`src/rtl/core/sbww_pkg.sv`:
```
// Shared constants, codes and item types for the separable block window weighting block.
// Used by every module under rtl/core; depends on nothing.
package sbww_pkg;

  localparam int MAX_OVERLAP = 64;
  localparam int MAX_BLOCK   = 256;

  localparam int IDX_W      = 6;
  localparam int POS_W      = 8;
  localparam int SIZE_W     = 9;
  localparam int OV_W       = 7;
  localparam int DATA_W     = 16;
  localparam int CFG_IDX_W  = 8;
  localparam int CFG_DATA_W = 16;

  localparam int QUEUE_DEPTH = 4;
  localparam int QPTR_W      = 2;
  localparam int QCNT_W      = 3;

  localparam logic [DATA_W-1:0] ONE_Q15 = 16'h8000;

  localparam logic [CFG_IDX_W-1:0] REG_BLOCK_WIDTH  = 8'd0;
  localparam logic [CFG_IDX_W-1:0] REG_BLOCK_HEIGHT = 8'd1;
  localparam logic [CFG_IDX_W-1:0] REG_OVERLAP      = 8'd2;
  localparam logic [CFG_IDX_W-1:0] REG_BYPASS       = 8'd3;

  localparam logic KIND_LOAD  = 1'b0;
  localparam logic KIND_PIXEL = 1'b1;

  typedef struct packed {
    logic                     kind;
    logic [IDX_W-1:0]         weight_index;
    logic [DATA_W-1:0]        weight_value;
    logic signed [DATA_W-1:0] pixel;
    logic [IDX_W-1:0]         row_idx;
    logic                     row_one;
    logic [IDX_W-1:0]         col_idx;
    logic                     col_one;
    logic                     block_end;
    logic                     bypass;
  } item_t;

  typedef struct packed {
    logic [POS_W-1:0] column_pos;
    logic [POS_W-1:0] row_pos;
  } front_status_t;

  typedef struct packed {
    logic              empty;
    logic              full;
    logic [QCNT_W-1:0] count;
  } queue_status_t;

endpackage

```
`src/rtl/core/sbww_front.sv`:
```
// Front end: configuration registers, raster position and taper classification.
// Builds one queue item per accepted request; depends on sbww_pkg.
module sbww_front (
  input  logic                                clk,
  input  logic                                rst,
  input  logic                                cfg_valid,
  output logic                                cfg_ready,
  input  logic [sbww_pkg::CFG_IDX_W-1:0]      cfg_index,
  input  logic [sbww_pkg::CFG_DATA_W-1:0]     cfg_data,
  input  logic                                in_valid,
  input  logic                                kind,
  input  logic [sbww_pkg::IDX_W-1:0]          weight_index,
  input  logic [sbww_pkg::DATA_W-1:0]         weight_value,
  input  logic signed [sbww_pkg::DATA_W-1:0]  pixel,
  input  logic                                queue_full,
  output logic                                push,
  output sbww_pkg::item_t                     push_item,
  output sbww_pkg::front_status_t             status
);

  typedef struct packed {
    logic [sbww_pkg::IDX_W-1:0] idx;
    logic                       one;
  } taper_t;

  function automatic taper_t taper_pick(input logic [sbww_pkg::POS_W-1:0]  pos,
                                        input logic [sbww_pkg::SIZE_W-1:0] size,
                                        input logic [sbww_pkg::OV_W-1:0]   ov);
    logic                        lo;
    logic                        hi;
    logic [sbww_pkg::SIZE_W:0]   reach;
    logic [sbww_pkg::SIZE_W-1:0] span;
    taper_t                      r;
    lo    = pos < {1'b0, ov};
    reach = {2'b0, pos} + {3'b0, ov};
    hi    = (reach > {1'b0, size}) && ({1'b0, pos} < size);
    span  = size - {1'b0, pos};
    r.idx = lo ? pos[sbww_pkg::IDX_W-1:0] : span[sbww_pkg::IDX_W-1:0];
    r.one = !(lo || hi);
    return r;
  endfunction

  logic [sbww_pkg::SIZE_W-1:0] block_width;
  logic [sbww_pkg::SIZE_W-1:0] block_height;
  logic [sbww_pkg::OV_W-1:0]   overlap;
  logic                        bypass;
  logic [sbww_pkg::POS_W-1:0]  column_pos;
  logic [sbww_pkg::POS_W-1:0]  row_pos;

  logic [sbww_pkg::SIZE_W-1:0] w;
  logic [sbww_pkg::SIZE_W-1:0] h;
  logic [sbww_pkg::OV_W-1:0]   ov;
  logic [sbww_pkg::SIZE_W-1:0] col_inc;
  logic [sbww_pkg::SIZE_W-1:0] row_inc;
  logic                        wrap_col;
  logic                        wrap_row;
  logic                        cfg_write;
  logic                        pixel_go;
  taper_t                      row_t;
  taper_t                      col_t;

  localparam logic [sbww_pkg::SIZE_W-1:0] SIZE_MAX = sbww_pkg::SIZE_W'(sbww_pkg::MAX_BLOCK);
  localparam logic [sbww_pkg::OV_W-1:0]   OV_MAX   = sbww_pkg::OV_W'(sbww_pkg::MAX_OVERLAP);

  assign cfg_ready = 1'b1;
  assign cfg_write = cfg_valid && cfg_ready;
  assign push      = in_valid && !queue_full;
  assign pixel_go  = push && (kind == sbww_pkg::KIND_PIXEL);

  always_comb begin
    priority if (block_width == '0) begin
      w = sbww_pkg::SIZE_W'(1);
    end else if (block_width > SIZE_MAX) begin
      w = SIZE_MAX;
    end else begin
      w = block_width;
    end
    priority if (block_height == '0) begin
      h = sbww_pkg::SIZE_W'(1);
    end else if (block_height > SIZE_MAX) begin
      h = SIZE_MAX;
    end else begin
      h = block_height;
    end
    ov       = (overlap > OV_MAX) ? OV_MAX : overlap;
    col_inc  = {1'b0, column_pos} + sbww_pkg::SIZE_W'(1);
    row_inc  = {1'b0, row_pos} + sbww_pkg::SIZE_W'(1);
    wrap_col = col_inc >= w;
    wrap_row = row_inc >= h;
    row_t    = taper_pick(row_pos, h, ov);
    col_t    = taper_pick(column_pos, w, ov);
  end

  always_comb begin
    push_item.kind         = kind;
    push_item.weight_index = weight_index;
    push_item.weight_value = weight_value;
    push_item.pixel        = pixel;
    push_item.row_idx      = row_t.idx;
    push_item.row_one      = row_t.one;
    push_item.col_idx      = col_t.idx;
    push_item.col_one      = col_t.one;
    push_item.block_end    = wrap_col && wrap_row;
    push_item.bypass       = bypass;
  end

  always_ff @(posedge clk) begin
    if (rst) begin
      block_width  <= sbww_pkg::SIZE_W'(64);
      block_height <= sbww_pkg::SIZE_W'(64);
      overlap      <= sbww_pkg::OV_W'(16);
      bypass       <= 1'b0;
      column_pos   <= '0;
      row_pos      <= '0;
    end else if (cfg_write) begin
      unique case (cfg_index)
        sbww_pkg::REG_BLOCK_WIDTH: begin
          block_width <= cfg_data[sbww_pkg::SIZE_W-1:0];
          column_pos  <= '0;
          row_pos     <= '0;
        end
        sbww_pkg::REG_BLOCK_HEIGHT: begin
          block_height <= cfg_data[sbww_pkg::SIZE_W-1:0];
          column_pos   <= '0;
          row_pos      <= '0;
        end
        sbww_pkg::REG_OVERLAP: begin
          overlap <= cfg_data[sbww_pkg::OV_W-1:0];
        end
        sbww_pkg::REG_BYPASS: begin
          bypass <= cfg_data[0];
        end
        default: begin
        end
      endcase
    end else if (pixel_go) begin
      if (wrap_col) begin
        column_pos <= '0;
        if (wrap_row) begin
          row_pos <= '0;
        end else begin
          row_pos <= row_inc[sbww_pkg::POS_W-1:0];
        end
      end else begin
        column_pos <= col_inc[sbww_pkg::POS_W-1:0];
      end
    end
  end

  assign status.column_pos = column_pos;
  assign status.row_pos    = row_pos;

endmodule

```
`src/rtl/core/sbww_queue.sv`:
```
// Short request queue between the front end and the weighting back end.
// Holds sbww_pkg::item_t entries in order; depends on sbww_pkg.
module sbww_queue (
  input  logic                    clk,
  input  logic                    rst,
  input  logic                    push,
  input  sbww_pkg::item_t         push_item,
  input  logic                    pop,
  output sbww_pkg::item_t         head,
  output sbww_pkg::queue_status_t status
);

  sbww_pkg::item_t                 slots [sbww_pkg::QUEUE_DEPTH];
  logic [sbww_pkg::QPTR_W-1:0]     wr_ptr;
  logic [sbww_pkg::QPTR_W-1:0]     rd_ptr;
  logic [sbww_pkg::QCNT_W-1:0]     count;
  logic                            do_push;
  logic                            do_pop;

  assign status.count = count;
  assign status.empty = (count == '0);
  assign status.full  = (count == sbww_pkg::QCNT_W'(sbww_pkg::QUEUE_DEPTH));
  assign do_push      = push && !status.full;
  assign do_pop       = pop && !status.empty;
  assign head         = slots[rd_ptr];

  always_ff @(posedge clk) begin
    if (do_push) begin
      slots[wr_ptr] <= push_item;
    end
  end

  always_ff @(posedge clk) begin
    if (rst) begin
      wr_ptr <= '0;
      rd_ptr <= '0;
      count  <= '0;
    end else begin
      if (do_push) begin
        wr_ptr <= wr_ptr + sbww_pkg::QPTR_W'(1);
      end
      if (do_pop) begin
        rd_ptr <= rd_ptr + sbww_pkg::QPTR_W'(1);
      end
      unique case ({do_push, do_pop})
        2'b10:   count <= count + sbww_pkg::QCNT_W'(1);
        2'b01:   count <= count - sbww_pkg::QCNT_W'(1);
        default: count <= count;
      endcase
    end
  end

endmodule

```
`src/rtl/core/sbww_back.sv`:
```
// Back end: edge weight table, factor product, pixel multiply, rounding and saturation.
// Drains sbww_queue in order and drives the result port; depends on sbww_pkg.
module sbww_back (
  input  logic                                clk,
  input  logic                                rst,
  input  sbww_pkg::item_t                     head,
  input  logic                                queue_empty,
  output logic                                pop,
  output logic                                out_valid,
  input  logic                                out_stall,
  output logic signed [sbww_pkg::DATA_W-1:0]  pixel_out,
  output logic                                block_end
);

  localparam int PROD_W = 2 * sbww_pkg::DATA_W + sbww_pkg::DATA_W + 1;
  localparam int FRAC_W = 2 * (sbww_pkg::DATA_W - 1);
  localparam int Q_W    = PROD_W - FRAC_W;
  localparam logic signed [PROD_W-1:0] ROUND_HALF = PROD_W'(1) <<< (FRAC_W - 1);
  localparam logic signed [Q_W-1:0] SAT_HI = Q_W'(32767);
  localparam logic signed [Q_W-1:0] SAT_LO = -Q_W'(32768);

  logic [sbww_pkg::DATA_W-1:0] weights [sbww_pkg::MAX_OVERLAP];

  logic                              en;
  logic                              v1;
  logic                              v2;
  logic                              v3;
  logic [sbww_pkg::DATA_W-1:0]       row_raw;
  logic [sbww_pkg::DATA_W-1:0]       col_raw;
  logic                              row_one1;
  logic                              col_one1;
  logic signed [sbww_pkg::DATA_W-1:0] px1;
  logic signed [sbww_pkg::DATA_W-1:0] px2;
  logic signed [sbww_pkg::DATA_W-1:0] px3;
  logic                              end1;
  logic                              end2;
  logic                              end3;
  logic                              byp1;
  logic                              byp2;
  logic                              byp3;
  logic [sbww_pkg::DATA_W-1:0]       row_f;
  logic [sbww_pkg::DATA_W-1:0]       col_f;
  logic [2*sbww_pkg::DATA_W-1:0]     f_mul;
  logic [2*sbww_pkg::DATA_W-1:0]     f2;
  logic signed [PROD_W-1:0]          prod_mul;
  logic signed [PROD_W-1:0]          prod3;
  logic signed [PROD_W-1:0]          rnd;
  logic signed [Q_W-1:0]             q;
  logic signed [sbww_pkg::DATA_W-1:0] res;

  assign en  = !out_valid || !out_stall;
  assign pop = en && !queue_empty;

  always_ff @(posedge clk) begin
    if (pop && (head.kind == sbww_pkg::KIND_LOAD)) begin
      weights[head.weight_index] <= head.weight_value;
    end
    if (en) begin
      row_raw <= weights[head.row_idx];
      col_raw <= weights[head.col_idx];
    end
  end

  always_comb begin
    row_f    = row_one1 ? sbww_pkg::ONE_Q15 : row_raw;
    col_f    = col_one1 ? sbww_pkg::ONE_Q15 : col_raw;
    f_mul    = {{sbww_pkg::DATA_W{1'b0}}, row_f} * {{sbww_pkg::DATA_W{1'b0}}, col_f};
    prod_mul = px2 * $signed({1'b0, f2});
    rnd      = prod3 + ROUND_HALF;
    q        = rnd[PROD_W-1:FRAC_W];
    priority if (byp3) begin
      res = px3;
    end else if (q > SAT_HI) begin
      res = SAT_HI[sbww_pkg::DATA_W-1:0];
    end else if (q < SAT_LO) begin
      res = SAT_LO[sbww_pkg::DATA_W-1:0];
    end else begin
      res = q[sbww_pkg::DATA_W-1:0];
    end
  end

  always_ff @(posedge clk) begin
    if (en) begin
      row_one1  <= head.row_one;
      col_one1  <= head.col_one;
      px1       <= head.pixel;
      end1      <= head.block_end;
      byp1      <= head.bypass;
      f2        <= f_mul;
      px2       <= px1;
      end2      <= end1;
      byp2      <= byp1;
      prod3     <= prod_mul;
      px3       <= px2;
      end3      <= end2;
      byp3      <= byp2;
      pixel_out <= res;
      block_end <= end3;
    end
  end

  always_ff @(posedge clk) begin
    if (rst) begin
      v1        <= 1'b0;
      v2        <= 1'b0;
      v3        <= 1'b0;
      out_valid <= 1'b0;
    end else if (en) begin
      v1        <= pop && (head.kind == sbww_pkg::KIND_PIXEL);
      v2        <= v1;
      v3        <= v2;
      out_valid <= v3;
    end
  end

endmodule

```
`src/rtl/core/separable_block_window_weighting.sv`:
```
// Separable tapered window weighting of raster-order block pixels.
// Each accepted pixel passes the queue, table read, factor multiply, pixel multiply, and
// round and saturate registers in order; one item per cycle is sustained while out_stall
// is low, the back end popping at most one request from the four-entry queue per cycle.
// Reset: synchronous; clears position, queue and pipeline valids; the weight table
// holds no reset value and must be loaded before use.
module separable_block_window_weighting (
  input  logic                                clk,
  input  logic                                rst,
  input  logic                                cfg_valid,
  output logic                                cfg_ready,
  input  logic [sbww_pkg::CFG_IDX_W-1:0]      cfg_index,
  input  logic [sbww_pkg::CFG_DATA_W-1:0]     cfg_data,
  input  logic                                in_valid,
  output logic                                in_stall,
  input  logic                                kind,
  input  logic [sbww_pkg::IDX_W-1:0]          weight_index,
  input  logic [sbww_pkg::DATA_W-1:0]         weight_value,
  input  logic signed [sbww_pkg::DATA_W-1:0]  pixel,
  output logic                                out_valid,
  input  logic                                out_stall,
  output logic signed [sbww_pkg::DATA_W-1:0]  pixel_out,
  output logic                                block_end
);

  logic                    push;
  logic                    pop;
  sbww_pkg::item_t         push_item;
  sbww_pkg::item_t         head;
  sbww_pkg::front_status_t fstat;
  sbww_pkg::queue_status_t qstat;

  assign in_stall = qstat.full;

  sbww_front u_front (
    .clk          (clk),
    .rst          (rst),
    .cfg_valid    (cfg_valid),
    .cfg_ready    (cfg_ready),
    .cfg_index    (cfg_index),
    .cfg_data     (cfg_data),
    .in_valid     (in_valid),
    .kind         (kind),
    .weight_index (weight_index),
    .weight_value (weight_value),
    .pixel        (pixel),
    .queue_full   (qstat.full),
    .push         (push),
    .push_item    (push_item),
    .status       (fstat)
  );

  sbww_queue u_queue (
    .clk       (clk),
    .rst       (rst),
    .push      (push),
    .push_item (push_item),
    .pop       (pop),
    .head      (head),
    .status    (qstat)
  );

  sbww_back u_back (
    .clk         (clk),
    .rst         (rst),
    .head        (head),
    .queue_empty (qstat.empty),
    .pop         (pop),
    .out_valid   (out_valid),
    .out_stall   (out_stall),
    .pixel_out   (pixel_out),
    .block_end   (block_end)
  );

`ifndef SYNTHESIS
  a_pop_not_empty: assert property (@(posedge clk) disable iff (rst)
    pop |-> !qstat.empty)
    else $error("pop from empty request queue");

  a_queue_bound: assert property (@(posedge clk) disable iff (rst)
    qstat.count <= sbww_pkg::QCNT_W'(sbww_pkg::QUEUE_DEPTH))
    else $error("request queue count beyond depth");

  a_size_restart: assert property (@(posedge clk) disable iff (rst)
    (cfg_valid && cfg_ready && (cfg_index == sbww_pkg::REG_BLOCK_WIDTH
      || cfg_index == sbww_pkg::REG_BLOCK_HEIGHT))
    |=> (fstat.column_pos == '0) && (fstat.row_pos == '0))
    else $error("block size write did not restart raster position");
`endif

endmodule
```
`config.mk`:
```
export PLATFORM = sky130hd
export DESIGN_NAME = separable_block_window_weighting
export DESIGN_NICKNAME = d
export VERILOG_FILES = /design/src/rtl/core/sbww_pkg.sv /design/src/rtl/core/sbww_front.sv /design/src/rtl/core/sbww_queue.sv /design/src/rtl/core/sbww_back.sv /design/src/rtl/core/separable_block_window_weighting.sv
export SDC_FILE = /design/constraint.sdc
export NUM_CORES = 2
export LEC_CHECK = 0
export ABC_CLOCK_PERIOD_IN_PS = 10070
export BUFFER_PORTS_ARGS = -buffer_cell sky130_fd_sc_hd__buf_4
export CORE_MARGIN = 4
export CORE_UTILIZATION = 60
export DETAILED_ROUTE_END_ITERATION = 12
export PLACE_DENSITY = 0.76
export SLEW_MARGIN = 30
export SYNTH_ARGS = -nofsm -noshare
export SYNTH_HDL_FRONTEND = slang
export SYNTH_SLANG_ARGS = --single-unit
```
`constraint.sdc`:
```
create_clock -name clk -period 10.07 [get_ports clk]
set_clock_uncertainty 0.2 [all_clocks]
set_input_delay 1.5105 -clock clk [delete_from_list [all_inputs] [get_ports clk]]
set_output_delay 1.5105 -clock clk [all_outputs]
set_load 0.005 [all_outputs]
```
==> flow_summary.toml <==
[clock_network]
cts_resized = 0
cts_made_buffers = 148
cts_tree = "built"
ctsHoldBuffers = 0
clk_path_buf_depth = 3
post_cts_buffers = 0
cts_htree_levels = 4
clkLatencyLatePin_ps = 810
clock_sink_count = 1456
root_buffer = "clkbuf_16"
cts.clk_slew.worst_paths_ps = 60

[layout]
drive_gt1_frac = 0.169
area_growth_pct = 8.34
regArea_mm2 = 0.0432
n_fill_cell = 10425
nNetsFinal = 7353
multiInputGateArea_mm2 = 0.0428

[place]
gp_congestion = 0.951
post-dp-hpwl_mm = 145
portBuffers = 79

[grt]
grt_start_max_net_pins = 108
grt_usage = 0.296
first_global_vias = 57727
grt_remaining_overflow = 0
antenna_found_initial = 6
grt_pass1_wl_mm = 348

[drt]
drt_wl_total_mm = 228
drc_errors = 0
vias_per_cell = 6.46
drt_iter0_drc = 6433
dr.pass1.iters = 8
wl_per_cell_um = 27.0
route.antenna.remaining_nets = 0
num_vias = 54588

[floorplanning]
start_util = 0.603
die_x_um = 396
dieArea_mm2 = 0.157
chipHeight_um = 396
pin_count = 88
rows = 142
core-area_mm2 = 0.150

[logic_synthesis]
yosysSeqAreaShare = 0.478
ys_ff_latch = 1456
synthArstFlopShare = 0
syn_inst = 6311
syn_area_per_cell_um2 = 14.3
synthFlopType = "edfxtp_1"
yosysWarnings = 0
synth_edf_count = 1401
netlist_area_mm2 = 0.0903
synth_cell_types = 62
syn_nets = 7350

[sta]
fmax_mhz = 123
fin_crit_ps = 8130
hold_viol = 0
relSlewSlack = 0.201
report.final.slew_viol_count = 0
setup_viol = 0
setup_tns_ps = 0
max_slew.worst_pin.slew_ps = 1190
rsz0062_at_grt = "false"
fin_crit_sh = 0.807
timing.hold.ws_ps = 220

[setup_path]
critical_path_arrival_ps = 8470
slowest_stage = "edfxtp_1"
crit_type = "flop to flop"
crit_path_start_kind = "flop"
critPathCaptureType = "flop"
path_common_cell = "fa_1"
path_delay_family = "adder cells"
path_cells = "buf_4 -> nand2_1 -> fa_1 -> inv_1 -> fa_1 -> fa_1 -> fa_1 -> fa_1 -> inv_1 -> fa_1 -> inv_1 -> ha_1 -> nand4_1 -> nor2_1 -> o21ai_0 -> nor4_1 -> a2111oi_2 -> o221ai_1 -> a41oi_1 -> a21oi_1 -> a21oi_1 -> xnor2_1"
required_ps = 10410
cp_max_fo = 19
cp_num_buf_inv = 4
critPathMaxStageDelay_ps = 870

[hold_path]
worstHoldPathType = "flop to flop"

[job]
max-cap-violations = 0

[status]
status = "complete, no violations"
-- sequential cells by signal (all words and copies together), names as in the netlist, 2 cells and up, named ones only --
| name | count |
|---|---|
| u_queue.count | 3 |
| u_front.overlap | 7 |
| u_queue.slots | 220 |
| u_back.px3 | 16 |
| u_back.px1 | 16 |
| u_back.pixel_out | 16 |
| u_front.column_pos | 8 |
| u_front.row_pos | 8 |
| u_back.weights | 1024 |
| u_back.col_raw | 16 |
| u_back.f2 | 32 |
| u_back.prod3 | 20 |
| u_queue.wr_ptr | 2 |
| u_front.block_width | 9 |
| u_queue.rd_ptr | 2 |
| u_front.block_height | 9 |
| u_back.px2 | 16 |
| u_back.row_raw | 16 |
-- cell usage after synthesis (all sizes together) (3+ instances only) --
cell | n | area, µm²
or2 | 6 | 37.5
o22ai | 34 | 213
nand2 | 473 | 1780
nor3 | 15 | 75.1
edfxtp | 1401 | 42100
o21bai | 13 | 97.6
a2111oi | 5 | 50.0
nor2 | 321 | 1200
mux2i | 157 | 1570
nor4 | 9 | 56.3
and2 | 228 | 1430
nand2b | 64 | 400
o32ai | 4 | 35.0
nand4 | 14 | 87.6
mux2 | 19 | 214
a21boi | 3 | 22.5
inv | 798 | 3000
a22oi | 35 | 263
clkbuf | 215 | 807
mux4 | 595 | 13400
fa | 616 | 12300
o21a | 24 | 180
o31ai | 3 | 22.5
dfxtp | 55 | 1100
a21o | 36 | 270
a21oi | 196 | 985
and3 | 13 | 81.3
nand3b | 3 | 22.5
o211ai | 6 | 45.0
buf | 131 | 774
a31oi | 7 | 43.8
a211oi | 102 | 766
clkinv | 3 | 11.3
xnor2 | 67 | 587
ha | 355 | 4440
or3 | 11 | 68.8
a211o | 5 | 43.8
xor2 | 35 | 307
nor2b | 114 | 713
o21ai | 68 | 344
nand3 | 34 | 170
-- layout by cell type (no fill, tap or decap), types with 149 or more instances in the layout --
| master | Yosys | final |
|---|---|---|
| a21oi_1 | 195 | 195 |
| and2_1 | 228 | 224 |
| buf_4 | 21 | 190 |
| clkbuf_16 | 0 | 149 |
| edfxtp_1 | 1401 | 1401 |
| fa_1 | 616 | 616 |
| ha_1 | 355 | 355 |
| inv_1 | 798 | 798 |
| mux2i_1 | 157 | 157 |
| mux4_2 | 595 | 583 |
| nand2_1 | 473 | 472 |
| nor2_1 | 321 | 286 |
-- path summary, 6_finish.rpt --
path / to / slack (ps) / cells past startpoint / from
worst max-delay path: u_back.prod3[48] / 1940 / 22 / u_back.px2[10]
worst min register to register: u_back.px2[6] / 220 / 0 / u_back.px1[6]
worst max register to register: u_back.prod3[48] / 1940 / 22 / u_back.px2[10]
worst min-delay path: u_back.px2[6] / 220 / 0 / u_back.px1[6]
-- worst reg2reg max path: stages (launching register included) --
cell       delay (ps)
edfxtp_1          870
buf_4             460
nand2_1           140
fa_1              570
inv_1              60
fa_1              570
fa_1              460
fa_1              470
fa_1              510
inv_1              60
fa_1              480
inv_1              40
ha_1              310
nand4_1           240
nor2_1            330
o21ai_0           270
nor4_1            450
a2111oi_2         190
o221ai_1          430
a41oi_1           230
a21oi_1           290
a21oi_1           130
xnor2_1           130
-- per-stage QoR --
step                      cell area [µm²]  setup WS [ps]  instances  utilization
after floorplan                     90300           2600       6311            -
after global placement              92900           1900       8179        0.621
after detailed placement            93100           2030       8180        0.622
after CTS                           97700           2010       8448        0.653
after global routing                97800           1530       8448        0.654
final                               97800           1940       8451        0.654
-- logic make-up after synthesis --
logic type | share of synthesized area
compound gates | 0.0388
fa+ha+maj | 0.186
buf+inv | 0.0508
mux | 0.168
simple gates | 0.0683
flops | 0.478
xor+xnor | 0.00990
other cells | 0.0000415
-- per-layer routing --
metal	wire, µm	part of all wire	global-route usage
met4	11300	0.050	0.134
met5	165	0.00072	0
met3	20600	0.090	0.0602
met2	114000	0.50	0.487
met1	81800	0.36	0.386
-- final cells by class --
class / count / share of cell area
flip-flops and latches: 1456 / 0.441
inverters: 801 / 0.0307
well taps: 2016 / 0.0258
clock inverters: 86 / 0.00834
repair buffers: 199 / 0.0162
diodes: 3 / 0.0000768
multi-input cells: 3708 / 0.438
clock buffers: 182 / 0.0395
Power is not shown: default switching activity piles up to over one toggle a cycle in this logic, so the estimate is an artifact.
